**src/design/mvp_pkg.sv**
```systemverilog
// Shared types and constants for the matrix-vector product core.
// No dependencies; used by every module of the block.
`default_nettype none

package mvp_pkg;

    localparam int VAL_W = 32;
    localparam int SUM_W = 64;
    localparam int ROW_W = 16;
    localparam int COLS_REG_W = 11;

    // Input word kinds
    localparam logic CMD_LOAD   = 1'b0;
    localparam logic CMD_MATRIX = 1'b1;

    // Register indexes (paddr[2])
    localparam logic REG_COLS = 1'b0;
    localparam logic REG_ROWS = 1'b1;

    localparam logic [COLS_REG_W-1:0] COLS_RESET = 11'd1024;
    localparam logic [ROW_W-1:0]      ROWS_RESET = 16'd1024;

    localparam logic signed [SUM_W-1:0] SUM_MAX = 64'sh7FFF_FFFF_FFFF_FFFF;
    localparam logic signed [SUM_W-1:0] SUM_MIN = 64'sh8000_0000_0000_0000;

    // Result queue
    localparam int OFIFO_DEPTH = 4;
    localparam int OFIFO_PW    = 2;
    localparam int OFIFO_CW    = 3;

    typedef struct packed {
        logic             first;
        logic             row_end;
        logic             last;
        logic [ROW_W-1:0] row_index;
    } t_ctrl;

    typedef struct packed {
        logic [SUM_W-1:0] row_sum;
        logic [ROW_W-1:0] row_index;
        logic             last;
        logic             sat;
    } t_result;

endpackage

`default_nettype wire

```
**src/design/mvp_ofifo.sv**
```systemverilog
// Result queue between the accumulator and the output stream.
// Depends on mvp_pkg for t_result and the queue sizes.
`default_nettype none

module mvp_ofifo (
    input  wire                          i_clk,
    input  wire                          i_rst_n,
    input  wire                          i_push,
    input  mvp_pkg::t_result             i_data,
    input  wire                          i_pop,
    output logic                         o_valid,
    output mvp_pkg::t_result             o_data,
    output logic [mvp_pkg::OFIFO_CW-1:0] o_count
);

    mvp_pkg::t_result              r_mem [mvp_pkg::OFIFO_DEPTH];
    logic [mvp_pkg::OFIFO_PW-1:0]  r_wp;
    logic [mvp_pkg::OFIFO_PW-1:0]  r_rp;
    logic [mvp_pkg::OFIFO_CW-1:0]  r_cnt;

    always_ff @(posedge i_clk) begin
        if (i_push) begin
            r_mem[r_wp] <= i_data;
        end
        if (!i_rst_n) begin
            r_wp  <= '0;
            r_rp  <= '0;
            r_cnt <= '0;
        end else begin
            if (i_push) begin
                r_wp <= r_wp + mvp_pkg::OFIFO_PW'(1);
            end
            if (i_pop) begin
                r_rp <= r_rp + mvp_pkg::OFIFO_PW'(1);
            end
            r_cnt <= r_cnt + mvp_pkg::OFIFO_CW'(i_push) - mvp_pkg::OFIFO_CW'(i_pop);
        end
    end

    assign o_valid = (r_cnt != '0);
    assign o_data  = r_mem[r_rp];
    assign o_count = r_cnt;

endmodule

`default_nettype wire

```
**config.mk**
```make
export PLATFORM = sky130hd
export DESIGN_NAME = mvp_ofifo
export DESIGN_NICKNAME = d
export VERILOG_FILES = /design/src/design/mvp_pkg.sv /design/src/design/mvp_ofifo.sv
export SDC_FILE = /design/constraint.sdc
export NUM_CORES = 1
export LEC_CHECK = 0
export ABC_CLOCK_PERIOD_IN_PS = 4100
export BUFFER_PORTS_ARGS = -buffer_cell sky130_fd_sc_hd__buf_2
export CORE_MARGIN = 2
export CORE_UTILIZATION = 59
export CTS_BUF_LIST = sky130_fd_sc_hd__clkbuf_4 sky130_fd_sc_hd__clkbuf_8
export CTS_CLUSTER_SIZE = 28
export DETAILED_ROUTE_END_ITERATION = 6
export HOLD_SLACK_MARGIN = 0.03
export PLACE_DENSITY = 0.89
export SETUP_SLACK_MARGIN = 0.1
export SYNTH_ARGS = -nofsm -noshare
export SYNTH_HDL_FRONTEND = slang
export SYNTH_SLANG_ARGS = --single-unit
```
**constraint.sdc**
```tcl
create_clock -name i_clk -period 4.1 [get_ports i_clk]
set_clock_uncertainty 0.15 [all_clocks]
set_input_delay 0.205 -clock i_clk [delete_from_list [all_inputs] [get_ports i_clk]]
set_output_delay 0.205 -clock i_clk [all_outputs]
set_load 0.01 [all_outputs]
```
Word-level counts from Yosys, hierarchy flattened
Memory sizes are Yosys's and may differ from the RTL's. A register that Yosys moved wholly into a read port is not among the register bits.
Index checks and enable logic that the tools add are counted.
{"block": "word_totals", "register_bits": 7, "mem_bits_rw": 328, "n_memories": 1, "wordCells": 13, "out_inout_bits": 86, "in_bits": 86}
{"name": "r_mem", "depth": 4, "word_bits": 82, "read_ports": 1, "rd_ports_with_merged_regs": 1, "wr": 1, "line_no": "mvp_ofifo.sv:16", "text": "mvp_pkg::t_result r_mem [mvp_pkg::OFIFO_DEPTH];"}
{"block": "classes", "addsub": 4, "n_mux": 4, "reduce_logical": 1}
{"cell": "2-bit by 1-bit adder with 2-bit output, second input constant", "n": 2}
{"cell": "2-bit two-way mux", "n": 2}
{"cell": "3-bit by 1-bit adder with 3-bit output", "n": 1}
{"cell": "3-bit nonzero test", "n": 1}
{"cell": "3-bit by 1-bit subtractor with 3-bit output", "n": 1}
{"cell": "1-bit two-way mux", "n": 2}

Longest topological paths before layout
{"block": "logic_depth", "depth_word": 3, "mapped_depth": 7}

Worst setup path after synthesis
OpenSTA, ideal clock, no wires.
{"block": "synth_timing", "kind": "reg2reg", "start": "reg r_wp[0] in the netlist's numbering", "end": "mem r_mem[0][0] in the netlist's numbering (enable)", "period_less_slack_ps": 3050, "path_slack_ps": 1050, "arrival_ps": 2451, "path_stages_with_launch": 4, "cell_sequence": "dfxtp_1 > inv_1 > ha_1 > and2_1"}
{"item": "start, declared", "line_no": "mvp_ofifo.sv:17", "text": "logic [mvp_pkg::OFIFO_PW-1:0] r_wp;"}
{"item": "start signal, assigned", "line_no": "mvp_ofifo.sv:31", "text": "r_wp <= r_wp + mvp_pkg::OFIFO_PW'(1);"}
{"item": "end, declared", "line_no": "mvp_ofifo.sv:16"}
No word-level cell before the write port.

==> results.cfg <==
[outcome]
status = complete, no violations

[logic_synthesis]
seq_area_frac_synth = 0.812
synth-warning-count = 0
syn_inst = 470
yosysTopAreaCell = edfxtp_1
ys_top_cells_by_area = edfxtp_1, mux4_2, dfxtp_1, buf_12, ha_1
syn-num-nets = 563
synth_area_mm2 = 0.0124
ys_ff_latch = 337
synth_cell_type_count = 20
synth_top_area_frac = 0.797
avgSynthCellArea_um2 = 26.3

[sta]
slew_viol_final = 0
timing.fmax_mhz = 355
worstMarginPinSlew_ps = 1180
relSlewSlack = 0.216
holdWs_ps = 266
finalSetupTns_ps = 0
min_period_ps = 2820
fin_crit_sh = 0.687
finalHoldViolCount = 0
finalSetupViolations = 0
rsz0062_at_grt = false

[global_route]
grt_pass1_vias = 6727
grt-ovfl-total = 0
antenna_found_initial = 0
grt_max_degree = 78
grt_pass1_wl_um = 37400
grtUsageTotal = 0.226

[clock_network]
clkTransAtPathRegs_ps = 60
htreeDepth = 2
clockBufferDepth = 3
cts_tree = yes
cts_resized = 0
clock_sinks = 337
clk_latency_ps = 540
cts_buffers = 50
clockRootBuffer = clkbuf_8

[routing]
drt_iter0_drc = 368
postRouteAntennaNets = 0
via_count = 6005
routedWlPerCell_um = 22.4
routed_wl_um = 24300
dr.pass1.iters = 4
drc = 0
vias_per_cell = 5.56

[finish]
fillCellCount = 1054
diodes = 0
final_area_mm2 = 0.0153
final_layout_size_suffix_gt1_frac = 0.428
fin_nets = 863
fin_cells = 1081
syn_to_final_growth_pct = 23.6

[placed_design]
numPlacedInstances = 902
placed_cell_area_mm2 = 0.0134
dpl.hpwl_um = 13700
port_buffers = 171
gp_congestion = 0.748

[floorplan]
core_area_mm2 = 0.0204
dieWidth_um = 149
fp-row-count = 52
start_util = 0.607
die-area_mm2 = 0.0221
num_io_pins = 172
die_h_um = 149

[flow_run]
drv_cap = 0

[worst_setup_path]
required_ps = 3740
critPathCaptureType = output port
critical_path_class = register to output port
reg2regPathDepth = 3
path_max_fanout = 43
crit_arrival_ps = 2460
cp-start-kind = register

[power_and_ir_drop]
leakage_nw = 5.29
p_per_area_mw_per_mm2 = 486
max-vdd-ir-drop_mv = 0.395

[worst_hold_path]
hp-class = primary input to register
worstHoldPathCells = 2
routing by layer:
| layer | track usage | wire [µm] | vias up |
|---|---|---|---|
| li1 | - | - | 2625 |
| met2 | 0.399 | 13000 | 234 |
| met3 | 0.0485 | 1400 | 34 |
| met4 | 0.0557 | 357 | 0 |
| met1 | 0.291 | 9550 | 3112 |
| met5 | 0 | 0 | - |
area by class of cell:
| cell class | instances | area [µm²] | area share |
|---|---|---|---|
| flip-flops and latches | 337 | 10000 | 0.658 |
| well taps | 270 | 338 | 0.0221 |
| multi-input cells | 108 | 2090 | 0.137 |
| clock buffers | 72 | 860 | 0.0563 |
| inverters | 7 | 26.3 | 0.00172 |
| repair buffers | 266 | 1800 | 0.118 |
| clock inverters | 21 | 115 | 0.00754 |
cells in the mapped netlist:
master,number
a21bo_2,1
a21oi_1,1
and2_1,6
buf_12,8
buf_2,8
buf_6,1
clkbuf_1,1
dfxtp_1,9
edfxtp_1,328
fa_1,1
ha_1,6
inv_1,7
mux2i_1,1
mux4_1,1
mux4_2,81
nand3b_1,1
nor2_1,5
or3_1,1
xnor2_1,2
xor3_1,1
metrics by stage:
| stage | utilization | setup slack [ps] | total power [W] |
|---|---|---|---|
| final | 0.750 | 1280 | 0.00741 |
| after global routing | 0.750 | 1080 | 0.00768 |
| after CTS | 0.750 | 1180 | 0.00744 |
| after detailed placement | 0.659 | 1780 | 0.00482 |
| after global placement | 0.659 | 1820 | 0.00477 |
| after floorplan | - | 1050 | 0.00454 |
cell usage in the layout (no fill, tap or decap), types with 2 or more instances in the layout:
master / synthesis / final
and2_1: 6 / 2
and2_4: 0 / 4
buf_2: 8 / 171
buf_4: 0 / 8
clkbuf_4: 0 / 21
clkbuf_8: 0 / 51
clkinv_1: 0 / 14
clkinv_2: 0 / 5
dfxtp_1: 9 / 7
dfxtp_4: 0 / 2
dlygate4sd3_1: 0 / 86
edfxtp_1: 328 / 328
ha_1: 6 / 6
inv_1: 7 / 7
mux4_2: 81 / 81
nor2_1: 5 / 5
xnor2_1: 2 / 2
final timing paths:
path,startpoint,endpoint,slack (ps)
max reg2reg,r_wp[0],r_mem[3][78],1820
min reg2reg,r_wp[1],r_wp[1],440
max,register,o_data[81],1280
min,i_data[58],r_mem[0][58],270
cell families after synthesis:
logic type | after synthesis | share of synthesized area
muxes | 83 | 0.151
adders and majority gates | 7 | 0.00770
and+or+nand+nor | 13 | 0.00567
buffers and inverters | 25 | 0.0195
xor gates and xnor gates | 3 | 0.00334
AOI/OAI and AO/OA | 2 | 0.00122
DFF | 337 | 0.812
report_power, final:
part | internal (W) | total, W | switching (W) | leakage (nW)
combinational | 0.000389 | 0.000777 | 0.000388 | 1.68
clock | 0.00141 | 0.00260 | 0.00119 | 0.519
sequential | 0.00396 | 0.00404 | 0.0000723 | 3.09
sequential cells by signal, summed over array words and instances (netlist names), named ones only:
| register | cells |
|---|---|
| r_wp | 2 |
| r_mem | 328 |
| r_rp | 2 |
| o_count | 3 |
repair_timing:
action	in CTS	in global routing
endpoints found under the hold margin	337	0
hold buffers	86	0
setup buffers	0	0
critical path: stages, from the launching register on:
cell     delay (ps)
dfxtp_4         690
buf_12          400
mux4_1          640
buf_2           170
Power figures use the tool's default switching activity.
