**config.mk**
```make
export PLATFORM = sky130hd
export DESIGN_NAME = mvp_mac
export DESIGN_NICKNAME = d
export VERILOG_FILES = /design/src/design/mvp_pkg.sv /design/src/design/mvp_mac.sv
export SDC_FILE = /design/constraint.sdc
export NUM_CORES = 2
export LEC_CHECK = 0
export ABC_CLOCK_PERIOD_IN_PS = 12000
export BUFFER_PORTS_ARGS = -buffer_cell sky130_fd_sc_hd__buf_2
export CORE_UTILIZATION = 52
export CTS_CLUSTER_SIZE = 24
export DETAILED_ROUTE_END_ITERATION = 6
export PLACE_DENSITY = 0.8
export SETUP_SLACK_MARGIN = 0.02
export SYNTH_ARGS = -nofsm -noshare
export SYNTH_HDL_FRONTEND = slang
export SYNTH_SLANG_ARGS = --single-unit
```
**constraint.sdc**
```tcl
create_clock -name i_clk -period 12 [get_ports i_clk]
set_input_delay 0.6 -clock i_clk [delete_from_list [all_inputs] [get_ports i_clk]]
set_output_delay 0.6 -clock i_clk [all_outputs]
set_load 0.02 [all_outputs]
```
**src/design/mvp_pkg.sv**
```systemverilog
// Shared types and constants for the matrix-vector product core.
// No dependencies; used by every module of the block.
`default_nettype none

package mvp_pkg;

    localparam int VAL_W = 32;
    localparam int SUM_W = 64;
    localparam int ROW_W = 16;
    localparam int COLS_REG_W = 11;

    // Input word kinds
    localparam logic CMD_LOAD   = 1'b0;
    localparam logic CMD_MATRIX = 1'b1;

    // Register indexes (paddr[2])
    localparam logic REG_COLS = 1'b0;
    localparam logic REG_ROWS = 1'b1;

    localparam logic [COLS_REG_W-1:0] COLS_RESET = 11'd1024;
    localparam logic [ROW_W-1:0]      ROWS_RESET = 16'd1024;

    localparam logic signed [SUM_W-1:0] SUM_MAX = 64'sh7FFF_FFFF_FFFF_FFFF;
    localparam logic signed [SUM_W-1:0] SUM_MIN = 64'sh8000_0000_0000_0000;

    // Result queue
    localparam int OFIFO_DEPTH = 4;
    localparam int OFIFO_PW    = 2;
    localparam int OFIFO_CW    = 3;

    typedef struct packed {
        logic             first;
        logic             row_end;
        logic             last;
        logic [ROW_W-1:0] row_index;
    } t_ctrl;

    typedef struct packed {
        logic [SUM_W-1:0] row_sum;
        logic [ROW_W-1:0] row_index;
        logic             last;
        logic             sat;
    } t_result;

endpackage

`default_nettype wire

```
**src/design/mvp_mac.sv**
```systemverilog
// Multiply stage and saturating Q32.32 accumulator.
// Depends on mvp_pkg for t_ctrl, t_result and the saturation limits.
`default_nettype none

module mvp_mac (
    input  wire                       i_clk,
    input  wire                       i_rst_n,
    input  wire                       i_valid,
    input  wire [mvp_pkg::VAL_W-1:0]  i_elem,
    input  wire [mvp_pkg::VAL_W-1:0]  i_vec,
    input  mvp_pkg::t_ctrl            i_ctrl,
    output logic                      o_push,
    output mvp_pkg::t_result          o_result,
    output logic                      o_pend
);

    logic                             r_v2;
    logic signed [mvp_pkg::SUM_W-1:0] r_prod;
    mvp_pkg::t_ctrl                   r_ctrl2;
    logic signed [mvp_pkg::SUM_W-1:0] r_acc;
    logic                             r_sat;

    logic signed [mvp_pkg::SUM_W-1:0] w_prod;
    logic signed [mvp_pkg::SUM_W-1:0] w_a;
    logic signed [mvp_pkg::SUM_W-1:0] w_s;
    logic signed [mvp_pkg::SUM_W-1:0] w_sum;
    logic                             w_ovf;
    logic                             w_sat;
    logic signed [mvp_pkg::SUM_W-1:0] n_acc;
    logic                             n_sat;

    // 32x32 signed product; the operands are sign-extended to the product width
    assign w_prod = mvp_pkg::SUM_W'($signed(i_elem)) * mvp_pkg::SUM_W'($signed(i_vec));

    always_comb begin
        w_a   = r_ctrl2.first ? '0 : r_acc;
        w_s   = w_a + r_prod;
        w_ovf = (w_a[mvp_pkg::SUM_W-1] == r_prod[mvp_pkg::SUM_W-1]) &&
                (w_s[mvp_pkg::SUM_W-1] != w_a[mvp_pkg::SUM_W-1]);
        if (w_ovf) begin
            w_sum = w_a[mvp_pkg::SUM_W-1] ? mvp_pkg::SUM_MIN : mvp_pkg::SUM_MAX;
        end else begin
            w_sum = w_s;
        end
        w_sat = (r_ctrl2.first ? 1'b0 : r_sat) | w_ovf;
        // clear at row end so a shortened row still starts from zero
        n_acc = r_ctrl2.row_end ? '0 : w_sum;
        n_sat = r_ctrl2.row_end ? 1'b0 : w_sat;
    end

    always_ff @(posedge i_clk) begin
        r_prod  <= w_prod;
        r_ctrl2 <= i_ctrl;
        if (!i_rst_n) begin
            r_v2  <= 1'b0;
            r_acc <= '0;
            r_sat <= 1'b0;
        end else begin
            r_v2 <= i_valid;
            if (r_v2) begin
                r_acc <= n_acc;
                r_sat <= n_sat;
            end
        end
    end

    assign o_push             = r_v2 & r_ctrl2.row_end;
    assign o_pend             = o_push;
    assign o_result.row_sum   = w_sum;
    assign o_result.row_index = r_ctrl2.row_index;
    assign o_result.last      = r_ctrl2.last;
    assign o_result.sat       = w_sat;

endmodule

`default_nettype wire

```
-- Yosys cells after proc, flatten, opt, wreduce, memory -nomap -nowiden
Index checks and enable logic that the tools add are counted.
- bits in registers: 149
- logic and storage cells: 21
- output and inout bits: 84
- input port bits: 86
- equal/unequal tests: 2
- muxes and demuxes: 6
- $mul: 1
- reduce and logical (&&, ||, !) cells: 1
- bitwise gates (word level): 2
- add/subtract/negate cells: 1
- operators by type and width (cell ; count):
    64-bit 2-to-1 mux ; 4
    64-bit adder ; 1
    32-bit by 32-bit multiplier with 64-bit output ; 1
    1-bit 2-to-1 mux ; 2
    1-bit bitwise AND ; 1
    1-bit == test ; 1
    1-bit logical AND ; 1
    1-bit != test ; 1
    1-bit bitwise OR ; 1

-- Depth between registers and ports, before layout
- depth after elaboration: 6
- depth in mapped cells: 29
- mapped depth without buffers: 27

-- Worst setup path after synthesis
OpenSTA, ideal clock, no wires.
- path type: input -> register
- from: input i_elem[31] (netlist name)
- to: register r_prod[61] (netlist name)
- arrival time: 7.884 ns
- path buffers: 2
- slack: 3.994 ns
- cell stages on the path: 27
- required time: 11.878 ns
- cells stage by stage: clkbuf_1 > nand2_1 > inv_1 > fa_1 > inv_1 > fa_1 > inv_1 > fa_1 > fa_1 > inv_1 > fa_1 > inv_1 > fa_1 > fa_1 > fa_1 > ha_1 > clkbuf_1 > a21o_1 > a21o_1 > a21oi_1 > o21ai_0 > a21oi_1 > o21ai_2 > a31oi_1 > o21a_1 > nor3_1 > a311o_1
- word-level cells in the longest chain between the ends: 1
- RTL lines (element ; RTL line ; RTL):
    start: declaration ; mvp_mac.sv:9 ; input wire [mvp_pkg::VAL_W-1:0] i_elem,
    32-bit by 32-bit multiplier with 64-bit output ; mvp_mac.sv:33 ; assign w_prod = mvp_pkg::SUM_W'($signed(i_elem)) * mvp_pkg::SUM_W'($signed(i_vec));
    via w_prod, one bit ; mvp_mac.sv:23 ; logic signed [mvp_pkg::SUM_W-1:0] w_prod;
    end signal: assignment ; mvp_mac.sv:52 ; r_prod <= w_prod;
    end: declaration ; mvp_mac.sv:18 ; logic signed [mvp_pkg::SUM_W-1:0] r_prod;
The timed path passes the listed nets, and every way through them passes these cells.
A chain may end at the register's enable or synchronous reset.

-- Worst setup path after layout
- from: input i_vec[5] (netlist name)
- to: register r_prod[60] (netlist name)
- word-level cells in the longest chain between the ends: 1
- RTL lines (element ; RTL line ; RTL):
    start: declaration ; mvp_mac.sv:10 ; input wire [mvp_pkg::VAL_W-1:0] i_vec,
    32-bit by 32-bit multiplier with 64-bit output ; mvp_mac.sv:33 ;
    via w_prod, one bit ; mvp_mac.sv:23 ;
The timed path passes the listed nets, and every way through them passes these cells.

==> summary.txt <==
Placed design
  – HPWL after detailed placement: 96200 um
  – Routability cong.: 0.945
  – Buffers on Ports: approximately 170

CTS
  – Hold buffer count at cts: 0
  – Max Buffers Root-to-Sink: 2
  – Latest clock arrival within the worst-skew pair: 0.45 ns
  – Post-CTS Setup Bufs: 0
  – Root Driver: clkbuf_16
  – Reg clk slew, reported paths: 0.07 ns
  – Clk sink count: 149
  – H-tree depth: 4
  – CTS tree: built
  – # resized after CTS: 0
  – CTS buffer count: 17

Logic synthesis
  – Sequential share of the synthesized area: about 6.6%
  – Syn_area_per_cell: between 9 and 10 um^2
  – Dominant synthesized flop cell: dfxtp_1
  – Syn Std Cell Area: 45200 um^2
  – Mapped Cells: 4934
  – Syn. warnings: 0
  – Number of synthesized flops with an enable pin: 0
  – Post-Syn Nets: ~6400
  – Share of flip-flops with an asynchronous set or reset: 0%
  – Yosys cell types: 102
  – Number of synthesized register bits: 149

Route
  – Total length of routed wires: 122000 um
  – DRC Markers: 0
  – 1st-iter DRT viols: ~2400
  – Vias post-DR: approximately 34000
  – Drt pass-1 iters: 6
  – Vias per cell: about 5.6
  – DR WL/cell: slightly above 20 um
  – Post-route antenna net violation count: 0

Setup path
  – Worst R2R Start: r_ctrl2[18]
  – Critical Path AT: 9.03 ns
  – Worst r2r path cells: 13
  – Setup crit end kind: flop
  – RR Endpoint: r_acc[60]
  – Setup Crit Path Kind: input port to flop
  – Startpoint Class: input port
  – Worst endpoint required time: 12.39 ns
  – Worst R2R Setup Slack: 7.23 ns
  – Crit path max fanout: 32

Timing
  – Final number of hold-violating endpoints: 0
  – Slew Viols, Final: 0
  – Fin Clk Skew: 0.0115 ns
  – Relative max-transition margin: 28.2%
  – Highest clock rate: 0.116 GHz
  – Period utilization: 72.0%
  – Final Setup Violations: 0
  – RSZ-0062 raised after global routing: no
  – Setup TNS: 0 ns
  – Worst-margin pin slew: 1.08 ns
  – Crit path time final: approximately 8.6 ns

Die
  – IO Pins: 170
  – CORE AREA: 85700 um^2
  – Die width: 297 um
  – Starting Density: 52.8%
  – Row cnt: 107
  – Die area: 88100 um^2
  – Die Ht: 297 um

Final layout
  – Fraction of layout instances using a drive strength above 1: roughly 5.6%
  – Area growth syn-to-layout: 3.91%
  – Final net count: 6268

Global route
  – Antenna violations before repair: 7
  – GR Overflow Total: 0
  – Largest net degree at the start of global routing: 67
  – First-pass GRT wire length: roughly 200000 um
  – Number of global-route vias before repair: 38000
  – GRT Overall Usage: 28.7%

Worst hold path
  – Worst Min Path Start: i_ctrl[0]
  – Min-Delay Path Depth: 1
  – Worst Hold Class: input port to flop
  – Hold path endpoint: o_result[2]

Outcome
  – Outcome: complete, no violations

Flow run
  – Max-cap viol count: 0
## routing by layer
metal  vias to the layer above  GRT usage [%]  routed length (um)
met5                         -              0                  23
met4                         4           16.9                7900
met3                       453           4.23                8990
met2                      1647           49.1               59600
met1                     17100           34.4               45100
li1                      14600              -                   -
## per-stage QoR
stage                     area, um^2  cells  hold slack, ns  setup slack [ns]  utilization [%]
after floorplan                45200   4934           0.417              3.99                -
after global placement         46400   5977           0.425              3.10             54.1
after detailed placement       46400   5977           0.431              2.99             54.1
after CTS                      47000   6009           0.227              3.44             54.8
after global routing           47000   6012           0.229              2.91             54.8
final                          47000   6012           0.244              3.36             54.8
## final cells by class
| cell class | instances | area [um^2] |
|---|---|---|
| clock buffers | 21 | 440 |
| flip-flops and latches | 149 | 2980 |
| inverters | 999 | 3750 |
| repair buffers | 186 | 973 |
| well taps | 1144 | 1430 |
| clock inverters | 11 | 153 |
| multi-input cells | 3499 | 37200 |
| diodes | 3 | 7.51 |
| fillers | 7503 | 38700 |
## layout by cell type, fill, tap and decap left out, types with 22 or more instances in the layout
master / n
a21o_1: 61
o21a_1: 28
nor2_1: 138
dfxtp_1: 148
xnor2_1: 99
inv_1: 998
nand2_1: 593
xor2_1: 30
a21oi_1: 183
buf_2: 169
nand4_1: 30
o211ai_1: 29
o21bai_1: 36
fa_1: 1083
nor2b_1: 71
o21ai_0: 76
and2_1: 521
nand3_1: 22
a22o_1: 33
ha_1: 247
## critical path, cell delays in order
cell and delay (ns):
buf_2 0.57, nand2_1 0.25, inv_1 0.14, fa_1 0.40
inv_1 0.26, fa_1 0.46, inv_1 0.22, fa_1 0.49
fa_1 0.81, inv_1 0.37, fa_1 0.57, inv_1 0.05
fa_1 0.54, inv_1 0.05, fa_1 0.47, inv_1 0.05
fa_1 0.44, ha_1 0.32, a21oi_1 0.24, o21ai_0 0.14
a21oi_1 0.18, inv_1 0.07, a21oi_1 0.14, o21bai_1 0.08
a21oi_1 0.27, mux2_2 0.37, a311oi_1 0.24, o211a_1 0.17
## synthesized netlist by cell type, types with 30 or more instances
cell,n,share of area (%)
fa_1,1083,48
nor2_1,138,1.1
clkbuf_1,225,1.9
inv_1,998,8.3
nor2b_1,72,1.0
dfxtp_1,149,6.6
nand2_1,593,4.9
a22o_1,33,0.64
xor2_1,30,0.58
a21o_1,61,1.0
o21bai_1,36,0.60
a21oi_1,183,2.0
ha_1,247,6.8
xnor2_1,99,1.9
and2_1,522,7.2
o21ai_0,77,0.85
nand4_1,30,0.42
## cell families (layout without fill, tap and decap cells)
kind of cell | after synthesis | in the layout | share of synthesized area (%)
multiplexers | 8 | 8 | 0.180
AND/OR/NAND/NOR | 1461 | 1461 | 16.2
flip-flops | 149 | 149 | 6.60
buffers and inverters | 1286 | 1217 | 11.1
XOR/XNOR | 129 | 129 | 2.50
other | 0 | 3 | 0
adder cells (fa/ha/maj) | 1331 | 1331 | 54.8
AO/OA/AOI/OAI | 570 | 570 | 8.66
## flip-flops by register name, summed over array words and instances, names as in the netlist
register,count
r_prod,64
o_result,17
r_v2,1
r_sat,1
r_acc,64
r_ctrl2,2
## worst max path at each step
stage	startpoint	to	slack (ns)	cells past startpoint
floorplan	i_elem[31]	r_prod[61]	3.99	27
CTS	i_vec[5]	r_prod[60]	3.44	28
detailed placement	i_vec[5]	r_prod[60]	2.99	28
finish	i_vec[5]	r_prod[60]	3.36	28
global placement	i_vec[5]	r_prod[61]	3.10	26
global route	i_vec[5]	r_prod[60]	2.91	28
Power is left out: the tool's default activity adds up to more than one toggle a clock period on the data nets, which glitch-free logic cannot reach.
